## src/sv/gdcd_pkg.sv

```systemverilog
// gdcd_pkg: types, codes and helpers shared by the gamepad drive command decoder.
// Depends on nothing; used by every module of the block.
package gdcd_pkg;

    // key codes, lowest cleared button bit wins
    localparam logic [4:0] KEY_NONE     = 5'd0;
    localparam logic [4:0] KEY_SELECT   = 5'd1;
    localparam logic [4:0] KEY_L3       = 5'd2;
    localparam logic [4:0] KEY_R3       = 5'd3;
    localparam logic [4:0] KEY_START    = 5'd4;
    localparam logic [4:0] KEY_UP       = 5'd5;
    localparam logic [4:0] KEY_RIGHT    = 5'd6;
    localparam logic [4:0] KEY_DOWN     = 5'd7;
    localparam logic [4:0] KEY_LEFT     = 5'd8;
    localparam logic [4:0] KEY_L2       = 5'd9;
    localparam logic [4:0] KEY_R2       = 5'd10;
    localparam logic [4:0] KEY_L1       = 5'd11;
    localparam logic [4:0] KEY_R1       = 5'd12;
    localparam logic [4:0] KEY_TRIANGLE = 5'd13;
    localparam logic [4:0] KEY_CIRCLE   = 5'd14;
    localparam logic [4:0] KEY_CROSS    = 5'd15;
    localparam logic [4:0] KEY_SQUARE   = 5'd16;

    // configuration register indexes
    localparam logic [2:0] CFG_SPEED_STEP        = 3'd0;
    localparam logic [2:0] CFG_DIAGONAL_OFFSET   = 3'd1;
    localparam logic [2:0] CFG_STICK_EDGE_LOW    = 3'd2;
    localparam logic [2:0] CFG_STICK_EDGE_HIGH   = 3'd3;
    localparam logic [2:0] CFG_STICK_CENTRE_LOW  = 3'd4;
    localparam logic [2:0] CFG_STICK_CENTRE_HIGH = 3'd5;
    localparam logic [2:0] CFG_SERVO_WINDOW_LOW  = 3'd6;
    localparam logic [2:0] CFG_SERVO_WINDOW_HIGH = 3'd7;

    localparam logic [7:0] SPEED_RESET    = 8'd150;
    localparam logic [7:0] SPEED_FLOOR    = 8'd50;
    localparam logic [7:0] SPEED_RECOVER  = 8'd100;
    localparam logic [7:0] DUTY_MAX       = 8'd255;

    localparam logic [7:0] ANGLE_CENTRE = 8'd90;
    localparam logic [7:0] ANGLE_LEFT   = 8'd180;
    localparam logic [7:0] ANGLE_RIGHT  = 8'd0;

    localparam logic [2:0] LED_OFF   = 3'd0;
    localparam logic [2:0] LED_RED   = 3'd1;
    localparam logic [2:0] LED_GREEN = 3'd2;
    localparam logic [2:0] LED_BLUE  = 3'd4;

    // queue between classifier and executor
    localparam int unsigned QUEUE_DEPTH = 2;
    localparam int unsigned QUEUE_PTR_W = $clog2(QUEUE_DEPTH);
    localparam int unsigned QUEUE_CNT_W = $clog2(QUEUE_DEPTH + 1);
    typedef logic [QUEUE_PTR_W-1:0] t_qptr;
    typedef logic [QUEUE_CNT_W-1:0] t_qcnt;
    localparam t_qptr QUEUE_LAST = t_qptr'(QUEUE_DEPTH - 1);
    localparam t_qcnt QUEUE_FULL = t_qcnt'(QUEUE_DEPTH);

    typedef enum logic [3:0] {
        MODE_STOP      = 4'd1,
        MODE_RUN       = 4'd2,
        MODE_BACK      = 4'd3,
        MODE_LEFT      = 4'd4,
        MODE_RIGHT     = 4'd5,
        MODE_UPLEFT    = 4'd8,
        MODE_UPRIGHT   = 4'd9,
        MODE_DOWNLEFT  = 4'd10,
        MODE_DOWNRIGHT = 4'd11
    } t_drive;

    typedef enum logic [1:0] {
        SERVO_CENTRE = 2'd0,
        SERVO_LEFT   = 2'd1,
        SERVO_RIGHT  = 2'd2
    } t_servo;

    typedef enum logic [1:0] {
        DIR_OFF = 2'd0,
        DIR_FWD = 2'd1,
        DIR_REV = 2'd2
    } t_dir;

    typedef struct packed {
        logic [7:0] speed_step;
        logic [7:0] diagonal_offset;
        logic [7:0] stick_edge_low;
        logic [7:0] stick_edge_high;
        logic [7:0] stick_centre_low;
        logic [7:0] stick_centre_high;
        logic [7:0] servo_window_low;
        logic [7:0] servo_window_high;
    } t_cfg;

    // classified frame handed from front to back
    typedef struct packed {
        logic [4:0] key;
        t_drive     stick_mode;
        t_servo     stick_servo;
    } t_cmd;

    typedef struct packed {
        logic       whistle;
        logic [2:0] led_colour;
        logic       led_update;
        logic [7:0] servo_angle;
        logic       servo_move;
        logic [7:0] right_duty;
        t_dir       right_direction;
        logic [7:0] left_duty;
        t_dir       left_direction;
        logic [4:0] key_code;
    } t_res;

    function automatic logic [7:0] sat_add(input logic [7:0] a, input logic [7:0] b);
        logic [8:0] s;
        s = {1'b0, a} + {1'b0, b};
        return s[8] ? DUTY_MAX : s[7:0];
    endfunction

    function automatic logic [7:0] sat_sub(input logic [7:0] a, input logic [7:0] b);
        return (a > b) ? (a - b) : 8'd0;
    endfunction

endpackage

```

## src/sv/gamepad_drive_command_decoder.sv

```systemverilog
// Gamepad drive command decoder, top level: configuration registers, the
// classifier front, the request queue and the executor back.
// Depends on gdcd_pkg, gdcd_front, gdcd_queue and gdcd_back.
//
// Usage:
//   s_axis carries one polled gamepad frame per beat; m_axis returns exactly
//   one command result per frame, in order. The configuration port writes one
//   8-bit register per cycle with i_cfg_wr_en high; write only while idle.
//   The front decodes the key and classifies both sticks in the accept cycle
//   and pushes into a two-entry queue; the back applies the request to the
//   drive mode, speed and servo state and loads the result register.
//   A frame accepted on s_axis is written into the queue, then popped into the
//   result register. Throughput: one frame per cycle while m_axis_tready is
//   high, set by the single state update in the back.
//   Reset (synchronous, active low) clears the queue and the result valid flag,
//   sets the drive mode to stop, speed to 150, servo to centre and loads the
//   register defaults. When m_axis_tready is low the result holds, the queue
//   fills, and s_axis_tready falls once two frames are waiting.
module gamepad_drive_command_decoder (
    input  logic        i_clk,
    input  logic        i_rst_n,
    input  logic        i_cfg_wr_en,
    input  logic [2:0]  i_cfg_index,
    input  logic [7:0]  i_cfg_data,
    input  logic        s_axis_tvalid,
    output logic        s_axis_tready,
    // [7:0] buttons_first, [15:8] buttons_second, [23:16] right_x,
    // [31:24] right_y, [39:32] left_x, [47:40] left_y
    input  logic [47:0] s_axis_tdata,
    output logic        m_axis_tvalid,
    input  logic        m_axis_tready,
    // [4:0] key_code, [6:5] left_direction, [14:7] left_duty,
    // [16:15] right_direction, [24:17] right_duty, [25] servo_move,
    // [33:26] servo_angle, [34] led_update, [37:35] led_colour, [38] whistle
    output logic [39:0] m_axis_tdata
);

    gdcd_pkg::t_cfg r_cfg;
    gdcd_pkg::t_cmd front_cmd, q_cmd;
    gdcd_pkg::t_res res;
    logic q_valid, q_pop;

    always_ff @(posedge i_clk) begin
        if (!i_rst_n) begin
            r_cfg.speed_step        <= 8'd50;
            r_cfg.diagonal_offset   <= 8'd30;
            r_cfg.stick_edge_low    <= 8'd5;
            r_cfg.stick_edge_high   <= 8'd230;
            r_cfg.stick_centre_low  <= 8'd80;
            r_cfg.stick_centre_high <= 8'd180;
            r_cfg.servo_window_low  <= 8'd110;
            r_cfg.servo_window_high <= 8'd150;
        end else if (i_cfg_wr_en) begin
            unique case (i_cfg_index)
                gdcd_pkg::CFG_SPEED_STEP:        r_cfg.speed_step        <= i_cfg_data;
                gdcd_pkg::CFG_DIAGONAL_OFFSET:   r_cfg.diagonal_offset   <= i_cfg_data;
                gdcd_pkg::CFG_STICK_EDGE_LOW:    r_cfg.stick_edge_low    <= i_cfg_data;
                gdcd_pkg::CFG_STICK_EDGE_HIGH:   r_cfg.stick_edge_high   <= i_cfg_data;
                gdcd_pkg::CFG_STICK_CENTRE_LOW:  r_cfg.stick_centre_low  <= i_cfg_data;
                gdcd_pkg::CFG_STICK_CENTRE_HIGH: r_cfg.stick_centre_high <= i_cfg_data;
                gdcd_pkg::CFG_SERVO_WINDOW_LOW:  r_cfg.servo_window_low  <= i_cfg_data;
                gdcd_pkg::CFG_SERVO_WINDOW_HIGH: r_cfg.servo_window_high <= i_cfg_data;
                default: ;
            endcase
        end
    end

    gdcd_front u_front (
        .i_frame (s_axis_tdata),
        .i_cfg   (r_cfg),
        .o_cmd   (front_cmd)
    );

    gdcd_queue u_queue (
        .i_clk   (i_clk),
        .i_rst_n (i_rst_n),
        .i_push  (s_axis_tvalid),
        .i_data  (front_cmd),
        .o_ready (s_axis_tready),
        .i_pop   (q_pop),
        .o_valid (q_valid),
        .o_data  (q_cmd)
    );

    gdcd_back u_back (
        .i_clk     (i_clk),
        .i_rst_n   (i_rst_n),
        .i_cfg     (r_cfg),
        .i_q_valid (q_valid),
        .i_q_data  (q_cmd),
        .o_q_pop   (q_pop),
        .o_valid   (m_axis_tvalid),
        .i_ready   (m_axis_tready),
        .o_res     (res)
    );

    assign m_axis_tdata = {1'b0, res};

endmodule

```

## src/sv/gdcd_front.sv

```systemverilog
// gdcd_front: decodes the key code and classifies both sticks of one frame.
// Depends on gdcd_pkg.
module gdcd_front (
    input  logic [47:0]       i_frame,
    input  gdcd_pkg::t_cfg    i_cfg,
    output gdcd_pkg::t_cmd    o_cmd
);

    logic [15:0] keys;
    logic [7:0]  rx, ry, lx, ly;
    logic [4:0]  key;
    logic        xc, yc, sw;
    gdcd_pkg::t_drive mode;
    gdcd_pkg::t_servo servo;

    assign keys = i_frame[15:0];
    assign rx   = i_frame[23:16];
    assign ry   = i_frame[31:24];
    assign lx   = i_frame[39:32];
    assign ly   = i_frame[47:40];

    // priority encoder, bit 0 highest
    always_comb begin
        key = gdcd_pkg::KEY_NONE;
        for (int i = 15; i >= 0; i--) begin
            if (!keys[i]) begin
                key = 5'(i + 1);
            end
        end
    end

    assign xc = (lx > i_cfg.stick_centre_low) && (lx < i_cfg.stick_centre_high);
    assign yc = (ly > i_cfg.stick_centre_low) && (ly < i_cfg.stick_centre_high);
    assign sw = (ry > i_cfg.servo_window_low) && (ry < i_cfg.servo_window_high);

    always_comb begin
        if (ly < i_cfg.stick_edge_low && xc) begin
            mode = gdcd_pkg::MODE_RUN;
        end else if (ly > i_cfg.stick_edge_high && xc) begin
            mode = gdcd_pkg::MODE_BACK;
        end else if (lx < i_cfg.stick_edge_low && yc) begin
            mode = gdcd_pkg::MODE_LEFT;
        end else if (yc && lx > i_cfg.stick_edge_high) begin
            mode = gdcd_pkg::MODE_RIGHT;
        end else if (ly <= i_cfg.stick_centre_low && lx <= i_cfg.stick_centre_low) begin
            mode = gdcd_pkg::MODE_UPLEFT;
        end else if (ly <= i_cfg.stick_centre_low && lx >= i_cfg.stick_centre_high) begin
            mode = gdcd_pkg::MODE_UPRIGHT;
        end else if (lx <= i_cfg.stick_centre_low && ly >= i_cfg.stick_centre_high) begin
            mode = gdcd_pkg::MODE_DOWNLEFT;
        end else if (ly >= i_cfg.stick_centre_high && lx >= i_cfg.stick_centre_high) begin
            mode = gdcd_pkg::MODE_DOWNRIGHT;
        end else begin
            mode = gdcd_pkg::MODE_STOP;
        end
    end

    always_comb begin
        if (rx < i_cfg.stick_edge_low && sw) begin
            servo = gdcd_pkg::SERVO_LEFT;
        end else if (sw && rx > i_cfg.stick_edge_high) begin
            servo = gdcd_pkg::SERVO_RIGHT;
        end else begin
            servo = gdcd_pkg::SERVO_CENTRE;
        end
    end

    assign o_cmd.key         = key;
    assign o_cmd.stick_mode  = mode;
    assign o_cmd.stick_servo = servo;

endmodule

```

## src/sv/gdcd_queue.sv

```systemverilog
// gdcd_queue: short request queue between the classifier and the executor.
// Depends on gdcd_pkg.
module gdcd_queue (
    input  logic           i_clk,
    input  logic           i_rst_n,
    input  logic           i_push,
    input  gdcd_pkg::t_cmd i_data,
    output logic           o_ready,
    input  logic           i_pop,
    output logic           o_valid,
    output gdcd_pkg::t_cmd o_data
);

    gdcd_pkg::t_cmd r_mem [gdcd_pkg::QUEUE_DEPTH];
    gdcd_pkg::t_qptr r_wr_ptr, n_wr_ptr;
    gdcd_pkg::t_qptr r_rd_ptr, n_rd_ptr;
    gdcd_pkg::t_qcnt r_count, n_count;
    logic do_push, do_pop;

    assign o_ready = (r_count != gdcd_pkg::QUEUE_FULL);
    assign o_valid = (r_count != '0);
    assign o_data  = r_mem[r_rd_ptr];
    assign do_push = i_push && o_ready;
    assign do_pop  = i_pop && o_valid;

    always_comb begin
        n_wr_ptr = r_wr_ptr;
        n_rd_ptr = r_rd_ptr;
        n_count  = r_count;
        if (do_push) begin
            n_wr_ptr = (r_wr_ptr == gdcd_pkg::QUEUE_LAST) ? '0
                     : gdcd_pkg::t_qptr'(r_wr_ptr + 1'b1);
        end
        if (do_pop) begin
            n_rd_ptr = (r_rd_ptr == gdcd_pkg::QUEUE_LAST) ? '0
                     : gdcd_pkg::t_qptr'(r_rd_ptr + 1'b1);
        end
        if (do_push && !do_pop) begin
            n_count = gdcd_pkg::t_qcnt'(r_count + 1'b1);
        end else if (do_pop && !do_push) begin
            n_count = gdcd_pkg::t_qcnt'(r_count - 1'b1);
        end
    end

    always_ff @(posedge i_clk) begin
        if (!i_rst_n) begin
            r_wr_ptr <= '0;
            r_rd_ptr <= '0;
            r_count  <= '0;
        end else begin
            r_wr_ptr <= n_wr_ptr;
            r_rd_ptr <= n_rd_ptr;
            r_count  <= n_count;
        end
    end

    always_ff @(posedge i_clk) begin
        if (do_push) begin
            r_mem[r_wr_ptr] <= i_data;
        end
    end

    a_count_range: assert property (@(posedge i_clk) disable iff (!i_rst_n)
        r_count <= gdcd_pkg::QUEUE_FULL)
        else $error("queue count out of range");

    a_count_track: assert property (@(posedge i_clk) disable iff (!i_rst_n)
        (do_push && !do_pop) |=> r_count == gdcd_pkg::t_qcnt'($past(r_count) + 1'b1))
        else $error("queue count missed a push");

    a_ptr_gap: assert property (@(posedge i_clk) disable iff (!i_rst_n)
        (r_count == '0 || r_count == gdcd_pkg::QUEUE_FULL) |-> r_wr_ptr == r_rd_ptr)
        else $error("queue pointers disagree with count");

endmodule

```

## src/sv/gdcd_back.sv

```systemverilog
// gdcd_back: executes classified frames against the drive state and holds the
// result register. Depends on gdcd_pkg.
module gdcd_back (
    input  logic           i_clk,
    input  logic           i_rst_n,
    input  gdcd_pkg::t_cfg i_cfg,
    input  logic           i_q_valid,
    input  gdcd_pkg::t_cmd i_q_data,
    output logic           o_q_pop,
    output logic           o_valid,
    input  logic           i_ready,
    output gdcd_pkg::t_res o_res
);

    gdcd_pkg::t_drive r_mode, n_mode;
    logic [7:0]       r_speed, n_speed;
    gdcd_pkg::t_servo r_req, n_req;
    gdcd_pkg::t_servo r_app, n_app;
    logic             r_out_valid;
    gdcd_pkg::t_res   r_res, n_res;
    logic [8:0]       sum, diff;
    logic [7:0]       dup, ddown;

    assign o_q_pop = i_q_valid && (!r_out_valid || i_ready);
    assign o_valid = r_out_valid;
    assign o_res   = r_res;

    always_comb begin
        n_mode  = r_mode;
        n_speed = r_speed;
        n_req   = r_req;
        n_app   = r_app;
        n_res   = '0;
        n_res.key_code        = i_q_data.key;
        n_res.left_direction  = gdcd_pkg::DIR_OFF;
        n_res.right_direction = gdcd_pkg::DIR_OFF;
        sum  = {1'b0, r_speed} + {1'b0, i_cfg.speed_step};
        diff = {1'b0, r_speed} - {1'b0, i_cfg.speed_step};

        unique case (i_q_data.key)
            gdcd_pkg::KEY_NONE,
            gdcd_pkg::KEY_L3:    n_mode = gdcd_pkg::MODE_STOP;
            gdcd_pkg::KEY_R3: begin
                n_res.servo_move  = 1'b1;
                n_res.servo_angle = gdcd_pkg::ANGLE_CENTRE;
                n_app             = gdcd_pkg::SERVO_CENTRE;
            end
            gdcd_pkg::KEY_UP:    n_mode = gdcd_pkg::MODE_RUN;
            gdcd_pkg::KEY_RIGHT: n_mode = gdcd_pkg::MODE_RIGHT;
            gdcd_pkg::KEY_DOWN:  n_mode = gdcd_pkg::MODE_BACK;
            gdcd_pkg::KEY_LEFT:  n_mode = gdcd_pkg::MODE_LEFT;
            gdcd_pkg::KEY_L2:    n_speed = sum[8] ? gdcd_pkg::DUTY_MAX : sum[7:0];
            gdcd_pkg::KEY_R2: begin
                // borrow or below floor falls back to the recovery speed
                n_speed = (diff[8] || diff[7:0] < gdcd_pkg::SPEED_FLOOR)
                        ? gdcd_pkg::SPEED_RECOVER : diff[7:0];
            end
            gdcd_pkg::KEY_L1,
            gdcd_pkg::KEY_R1: begin
                n_mode = i_q_data.stick_mode;
                n_req  = i_q_data.stick_servo;
            end
            gdcd_pkg::KEY_TRIANGLE: begin
                n_res.led_update = 1'b1;
                n_res.led_colour = gdcd_pkg::LED_GREEN;
            end
            gdcd_pkg::KEY_CIRCLE: begin
                n_res.led_update = 1'b1;
                n_res.led_colour = gdcd_pkg::LED_BLUE;
            end
            gdcd_pkg::KEY_CROSS: begin
                n_res.whistle    = 1'b1;
                n_res.led_update = 1'b1;
                n_res.led_colour = gdcd_pkg::LED_OFF;
            end
            gdcd_pkg::KEY_SQUARE: begin
                n_res.led_update = 1'b1;
                n_res.led_colour = gdcd_pkg::LED_RED;
            end
            default: ;
        endcase

        // besides the R3 centre key, the servo is only driven when the request differs from the applied position
        if (n_req != n_app) begin
            n_app            = n_req;
            n_res.servo_move = 1'b1;
            unique case (n_req)
                gdcd_pkg::SERVO_LEFT:  n_res.servo_angle = gdcd_pkg::ANGLE_LEFT;
                gdcd_pkg::SERVO_RIGHT: n_res.servo_angle = gdcd_pkg::ANGLE_RIGHT;
                default:               n_res.servo_angle = gdcd_pkg::ANGLE_CENTRE;
            endcase
        end

        dup   = gdcd_pkg::sat_add(n_speed, i_cfg.diagonal_offset);
        ddown = gdcd_pkg::sat_sub(n_speed, i_cfg.diagonal_offset);

        unique case (n_mode)
            gdcd_pkg::MODE_RUN: begin
                n_res.left_direction  = gdcd_pkg::DIR_FWD;
                n_res.left_duty       = n_speed;
                n_res.right_direction = gdcd_pkg::DIR_FWD;
                n_res.right_duty      = n_speed;
            end
            gdcd_pkg::MODE_BACK: begin
                n_res.left_direction  = gdcd_pkg::DIR_REV;
                n_res.left_duty       = n_speed;
                n_res.right_direction = gdcd_pkg::DIR_REV;
                n_res.right_duty      = n_speed;
            end
            gdcd_pkg::MODE_LEFT: begin
                n_res.right_direction = gdcd_pkg::DIR_FWD;
                n_res.right_duty      = n_speed;
            end
            gdcd_pkg::MODE_RIGHT: begin
                n_res.left_direction  = gdcd_pkg::DIR_FWD;
                n_res.left_duty       = n_speed;
            end
            gdcd_pkg::MODE_UPLEFT: begin
                n_res.left_direction  = gdcd_pkg::DIR_FWD;
                n_res.left_duty       = ddown;
                n_res.right_direction = gdcd_pkg::DIR_FWD;
                n_res.right_duty      = dup;
            end
            gdcd_pkg::MODE_UPRIGHT: begin
                n_res.left_direction  = gdcd_pkg::DIR_FWD;
                n_res.left_duty       = dup;
                n_res.right_direction = gdcd_pkg::DIR_FWD;
                n_res.right_duty      = ddown;
            end
            gdcd_pkg::MODE_DOWNLEFT: begin
                n_res.left_direction  = gdcd_pkg::DIR_REV;
                n_res.left_duty       = ddown;
                n_res.right_direction = gdcd_pkg::DIR_REV;
                n_res.right_duty      = dup;
            end
            gdcd_pkg::MODE_DOWNRIGHT: begin
                n_res.left_direction  = gdcd_pkg::DIR_REV;
                n_res.left_duty       = dup;
                n_res.right_direction = gdcd_pkg::DIR_REV;
                n_res.right_duty      = ddown;
            end
            default: ;
        endcase
    end

    always_ff @(posedge i_clk) begin
        if (!i_rst_n) begin
            r_mode      <= gdcd_pkg::MODE_STOP;
            r_speed     <= gdcd_pkg::SPEED_RESET;
            r_req       <= gdcd_pkg::SERVO_CENTRE;
            r_app       <= gdcd_pkg::SERVO_CENTRE;
            r_out_valid <= 1'b0;
        end else begin
            if (o_q_pop) begin
                r_mode  <= n_mode;
                r_speed <= n_speed;
                r_req   <= n_req;
                r_app   <= n_app;
            end
            r_out_valid <= o_q_pop || (r_out_valid && !i_ready);
        end
    end

    always_ff @(posedge i_clk) begin
        if (o_q_pop) begin
            r_res <= n_res;
        end
    end

    a_servo_synced: assert property (@(posedge i_clk) disable iff (!i_rst_n)
        r_app == r_req)
        else $error("servo applied position lags the request");

    a_pop_loads: assert property (@(posedge i_clk) disable iff (!i_rst_n)
        o_q_pop |=> r_out_valid)
        else $error("executed request produced no result");

    a_speed_floor: assert property (@(posedge i_clk) disable iff (!i_rst_n)
        (o_q_pop && i_q_data.key == gdcd_pkg::KEY_R2) |=> r_speed >= gdcd_pkg::SPEED_FLOOR)
        else $error("speed fell below floor after slow-down key");

endmodule

```

## config.mk

```make
export PLATFORM = sky130hd
export DESIGN_NAME = gamepad_drive_command_decoder
export DESIGN_NICKNAME = d
export VERILOG_FILES = /design/src/sv/gdcd_pkg.sv /design/src/sv/gamepad_drive_command_decoder.sv /design/src/sv/gdcd_front.sv /design/src/sv/gdcd_queue.sv /design/src/sv/gdcd_back.sv
export SDC_FILE = /design/constraint.sdc
export NUM_CORES = 1
export LEC_CHECK = 0
export BUFFER_PORTS_ARGS = -buffer_cell sky130_fd_sc_hd__clkbuf_2
export CAP_MARGIN = 20
export CORE_MARGIN = 3
export CORE_UTILIZATION = 39
export DETAILED_ROUTE_END_ITERATION = 6
export SKIP_CTS_REPAIR_TIMING = 1
export SYNTH_ARGS = -nofsm -noshare
export SYNTH_HDL_FRONTEND = slang
export SYNTH_HIERARCHICAL = 1
export SYNTH_SLANG_ARGS = --single-unit
export TNS_END_PERCENT = 30
```

## constraint.sdc

```tcl
create_clock -name i_clk -period 5.7 [get_ports i_clk]
set_input_delay 0.57 -clock i_clk [delete_from_list [all_inputs] [get_ports i_clk]]
set_output_delay 0.57 -clock i_clk [all_outputs]
set_load 0.01 [all_outputs]
```

==> results.json, run 1 <==
{
  "drive_above_1_share": 0.156,
  "dr.pass1.iters": 6,
  "final_nets": 1402,
  "dominantRegCellSynth": "dfxtp_1",
  "hold_violations": 0,
  "seqCellArea_um2": 3380,
  "synthCells": 1124,
  "final_area_um2": 11700,
  "synth.distinct_cells": 94,
  "drtAntennaViolNets": 0,
  "root_buffer": "clkbuf_16",
  "synthTopCellsByArea": "dfxtp_1, edfxtp_1, ha_1",
  "slew_violations": 0,
  "arrival_ns": 5.43,
  "ios": 106,
  "internal_power_mw": 2.75,
  "fp.coreArea_um2": 26100,
  "worst-path-max-fanout": 16,
  "postPlaceCellArea_um2": 11100,
  "overflow": 0,
  "synth-edff-count": 56,
  "die_width_um": 169,
  "worstPathRequired_ns": 5.93,
  "pwr-share-comb": 0.447,
  "yosysSeqAreaShare": 0.326,
  "multi_input_area_um2": 6360,
  "yosys.area.top_type_share": 0.164,
  "fin_crit_ns": 5.19,
  "stdcell_count": 1554,
  "grt_max_degree": 51,
  "rows": 59,
  "dp_hpwl_um": 20300,
  "avgViaCountPerCell": 5.46,
  "final_common_cell": "ha_1",
  "wl_per_cell_um": 17.0,
  "via_count": 8484,
  "antenna_found_initial": 0,
  "h-tree-depth": 4,
  "syn_area_um2": 10400,
  "grt_usage": 0.186,
  "grt_pass1_vias": 7979,
  "final_cell_mix": "ha_1, clkbuf_2, inv_1, nand2_1, dfxtp_1",
  "post-place-ws_ns": 0.603,
  "path_class": "flip-flop to flip-flop",
  "async_flop_share": 0,
  "syn_nets": 1320,
  "io_buffers": 103,
  "start_util": 0.397,
  "routabilityCongestion": 0.902,
  "fmaxAchievable_ghz": 0.193,
  "cap_violations": 0,
  "cts_tree": "done",
  "yosys_warnings": 6,
  "start_kind": "flip-flop",
  "yosys.area.top_type": "dfxtp_1",
  "syn_to_final_growth_pct": 12.9,
  "drtIter0Drc": 470,
  "fin_crit_sh": 0.911,
  "seqPwrFrac": 0.311,
  "clock_sinks": 141,
  "synth-seq-cells": 141,
  "status": "complete, no violations",
  "ir_drop_mv": 0.199,
  "insertion_delay_ns": 0.44,
  "timing.slew.headroom": 0.483,
  "rsz0062_at_grt": "false",
  "dp.cells": 1522,
  "power.share.switching": 0.405,
  "synth_area_per_cell_um2": 9.24,
  "worst_pin_slew_ns": 0.768,
  "drc": 0,
  "power_density_nw_per_um2": 394,
  "wl_um": 26400,
  "setup_tns_ns": 0,
  "cts_made_buffers": 17,
  "nFillCells": 2560,
  "die_y_um": 169,
  "p_switching_mw": 1.87,
  "clkPwrFrac": 0.241,
  "leakage_nw": 5.43,
  "dieArea_um2": 28600,
  "grt_pass1_wl_um": 42400,
  "hp-class": "input pin to flip-flop",
  "layout_setup_ws_ns": 0.506,
  "clock_path_buffers": 2,
  "fin_worst_skew_ns": 0.0129,
  "cts.clk_slew.worst_paths_ns": 0.07,
  "cp-end-kind": "flip-flop",
  "n_antenna_cell": 0,
  "finalSetupViolCount": 0
}
[synth_stat cells (15+ instances only)]
cell type / number
nand2b_1: 18
clkbuf_1: 20
nor2b_1: 55
nand4_1: 24
edfxtp_1: 56
o21ai_0: 45
nor2_1: 43
ha_1: 128
buf_2: 15
dfxtp_1: 85
a21o_1: 21
nand2_1: 86
nand3_1: 16
mux2i_1: 73
a21oi_1: 67
inv_1: 100
[worst max-delay path, stage by stage, from the launching register on]
cell and delay (ns):
dfxtp_1 0.61, mux2_2 0.42, nor2b_2 0.34, nor3b_1 0.34, nand2_1 0.25, o21ai_0 0.30, o21ai_0 0.13, a22o_1 0.32
inv_1 0.08, ha_1 0.19, inv_1 0.07, fa_1 0.44, o21bai_1 0.25, a21oi_1 0.15, nor4_1 0.29, o21ai_1 0.10
buf_4 0.19, nand2_1 0.09, o31ai_1 0.08, o32ai_1 0.36
[flip-flops by register name, indices dropped and copies added (netlist names), named ones only]
signal / count
r_cfg: 64
u_back/o_res: 34
u_back/o_valid: 1
u_back/r_app: 1
u_back/r_mode: 4
u_back/r_req: 2
u_back/r_speed: 8
u_queue/r_count: 2
u_queue/r_mem: 22
u_queue/r_rd_ptr: 1
u_queue/r_wr_ptr: 1
[area by class of cell]
cell class,count,share of cell area
inverters,102,0.0326
multi-input cells,831,0.542
clock inverters,15,0.0144
well taps,335,0.0357
clock buffers,17,0.0363
flip-flops and latches,141,0.288
repair buffers,113,0.0504
[through the flow]
step	util	power (mW)	hold slack [ns]
after floorplan	-	2.99	0.435
after global placement	0.426	3.49	0.444
after detailed placement	0.426	3.52	0.450
after CTS	0.449	4.65	0.430
after global routing	0.449	4.95	0.446
final	0.449	4.62	0.438
[metal layers]
layer	share of wire	GRT usage	wire length (um)	vias to the layer above
met5	0	0	0	-
met4	0.015	0.0469	408	0
li1	-	-	-	4232
met2	0.45	0.296	12000	231
met3	0.051	0.0361	1340	31
met1	0.48	0.262	12700	3990
[power by group through the flow]
| stage | registers [mW] | logic (mW) | clock network (mW) |
|---|---|---|---|
| 3_3_place_gp | 1.46 | 2.03 | 0 |
| 6_report | 1.44 | 2.07 | 1.11 |
| 2_1_floorplan | 1.51 | 1.48 | 0 |
| 3_5_place_dp | 1.46 | 2.05 | 0 |
| 4_1_cts | 1.44 | 2.07 | 1.14 |
| 5_1_grt | 1.46 | 2.30 | 1.18 |
[cells by family after synthesis]
| kind of cell | Yosys count | share of synthesized area |
|---|---|---|
| AO/OA/AOI/OAI | 270 | 0.177 |
| XOR/XNOR | 15 | 0.0127 |
| adder cells (fa/ha/maj) | 132 | 0.162 |
| buffers and inverters | 152 | 0.0625 |
| flip-flops | 141 | 0.326 |
| multiplexers | 86 | 0.0845 |
| other | 2 | 0.000723 |
| AND/OR/NAND/NOR | 326 | 0.175 |
[path summary, 6_finish.rpt]
check / startpoint / to / slack [ns] / cells after the start
worst min register to register: r_cfg[26] / r_cfg[26] / 0.46 / 2
worst min-delay path: i_cfg_data[0] / r_cfg[40] / 0.44 / 3
worst max-delay path: flip-flop / u_back/o_res[9] / 0.51 / 19
worst max register to register: flip-flop / u_back/o_res[9] / 0.51 / 19
Power figures use the tool's default switching activity.
==> inputs of run 2 (changes only) <==
--- a/config.mk
+++ b/config.mk
@@ -7,7 +7,6 @@
 export LEC_CHECK = 0
 export BUFFER_PORTS_ARGS = -buffer_cell sky130_fd_sc_hd__clkbuf_2
 export CAP_MARGIN = 20
-export CORE_MARGIN = 3
 export CORE_UTILIZATION = 39
 export DETAILED_ROUTE_END_ITERATION = 6
 export SKIP_CTS_REPAIR_TIMING = 1
==> results.json, run 2 (synthesized netlist as in run 1, its figures left out) <==
{
  "overflow": 0,
  "timing.slew.headroom": 0.338,
  "die_y_um": 165,
  "io_buffers": 103,
  "drtAntennaViolNets": 0,
  "wl_per_cell_um": 16.9,
  "rows": 59,
  "grt_pass1_wl_um": 41700,
  "dp_hpwl_um": 20000,
  "drc": 5,
  "arrival_ns": 5.46,
  "insertion_delay_ns": 0.43,
  "via_count": 8413,
  "ios": 106,
  "h-tree-depth": 4,
  "die_width_um": 165,
  "start_util": 0.399,
  "violations": "DRC",
  "slew_violations": 0,
  "worst-path-max-fanout": 12,
  "cts_made_buffers": 17,
  "largest_reg_flops": 64,
  "drive_above_1_share": 0.154,
  "grt_pass1_vias": 7851,
  "final_cell_mix": "ha_1, clkbuf_2, inv_1, nand2_1, dfxtp_1",
  "hp-class": "input pin to flip-flop",
  "ir_drop_mv": 0.217,
  "dieArea_um2": 27300,
  "fin_crit_sh": 0.912,
  "clock_sinks": 141,
  "final_common_cell": "ha_1",
  "leakage_nw": 5.43,
  "fin_crit_ns": 5.20,
  "rsz0062_at_grt": "false",
  "grt_max_degree": 65,
  "cpMostUsedCell": "a21oi_1",
  "setup_tns_ns": 0,
  "routabilityCongestion": 0.873,
  "drtIter0Drc": 518,
  "finalSetupViolCount": 0,
  "cts_tree": "done",
  "worstPathRequired_ns": 5.96,
  "fin_worst_skew_ns": 0.0121,
  "critPathTopFamily": "compound AO/OA/AOI/OAI gates",
  "fp.coreArea_um2": 26100,
  "syn_to_final_growth_pct": 12.9,
  "fmaxAchievable_ghz": 0.192,
  "nFillCells": 2525,
  "grt_usage": 0.199,
  "cp-end-kind": "flip-flop",
  "antenna_found_initial": 0,
  "crit_chain": "mux2_2 -> nor2b_2 -> and2b_1 -> o21ai_1 -> or4_1 -> a221oi_2 -> inv_1 -> ha_1 -> o21ai_0 -> a21oi_1 -> o31a_1 -> nor3b_1 -> a21oi_1 -> o22ai_1",
  "root_buffer": "clkbuf_16",
  "fin_util": 0.450,
  "clock_path_buffers": 2,
  "avgViaCountPerCell": 5.42,
  "largest_register": "r_cfg",
  "slowest_delay_ns": 0.63,
  "slowest_stage": "dfxtp_1",
  "seqCellArea_um2": 3380,
  "status": "finished, violations left",
  "worst_pin_slew_ns": 0.989,
  "start_kind": "flip-flop",
  "cts.clk_slew.worst_paths_ns": 0.07,
  "multi_input_area_um2": 6360,
  "path_class": "flip-flop to flip-flop",
  "dr.pass1.iters": 7,
  "hold_violations": 0,
  "final_nets": 1400,
  "wl_um": 26200,
  "power_density_nw_per_um2": 393,
  "path_buf_inv": 1,
  "cap_violations": 0,
  "n_antenna_cell": 0
}
[run 2: where the power goes]
group | total, mW | internal [mW] | switching [mW] | leakage (nW)
sequential | 1.44 | 1.34 | 0.0978 | 1.23
clock | 1.12 | 0.590 | 0.525 | 0.292
combinational | 2.06 | 0.814 | 1.24 | 3.90
[run 2: worst register-to-register path: stages, from the launching register on]
cell and delay [ns]:
dfxtp_1 0.63, mux2_2 0.48, nor2b_2 0.27, and2b_1 0.23
o21ai_1 0.26, or4_1 0.60, a221oi_2 0.49, inv_1 0.14
ha_1 0.52, o21ai_0 0.19, a21oi_1 0.20, o31a_1 0.40
nor3b_1 0.35, a21oi_1 0.12, o22ai_1 0.15
[run 2: path summary, 6_finish.rpt]
kind,start,endpoint,slack [ns],cells past startpoint
worst max-delay path,flip-flop,u_back/o_res[23],0.50,14
worst min-delay path,i_cfg_data[0],r_cfg[40],0.43,3
worst max register to register,flip-flop,u_back/o_res[23],0.50,14
worst min register to register,r_cfg[31],r_cfg[31],0.46,2
[run 2: area by class of cell]
cell class / count / area share
Multi-Input combinational cell: 831 / 0.542
Sequential cell: 141 / 0.289
Timing Repair Buffer: 111 / 0.0502
Clock buffer: 17 / 0.0363
Tap cell: 335 / 0.0357
Inverter: 102 / 0.0327
Clock inverter: 15 / 0.0143
[run 2: per-stage QoR]
stage / total power [mW] / hold slack [ns] / instances / setup WS (ns) / area, um2
2_1_floorplan: 2.99 / 0.435 / 1124 / 1.21 / 10400
3_3_place_gp: 3.50 / 0.443 / 1520 / 0.546 / 11100
3_5_place_dp: 3.51 / 0.450 / 1520 / 0.585 / 11100
4_1_cts: 4.63 / 0.429 / 1552 / 0.551 / 11700
5_1_grt: 4.94 / 0.431 / 1552 / 0.100 / 11700
6_report: 4.61 / 0.429 / 1552 / 0.502 / 11700
[run 2: layer usage]
layer	vias up	GRT usage	share of wire	routed length (um)
li1	4238	-	-	-
met1	3948	0.268	0.48	12600
met2	210	0.332	0.46	12100
met3	17	0.0365	0.045	1190
met4	0	0.0367	0.0080	208
met5	-	0	0	0
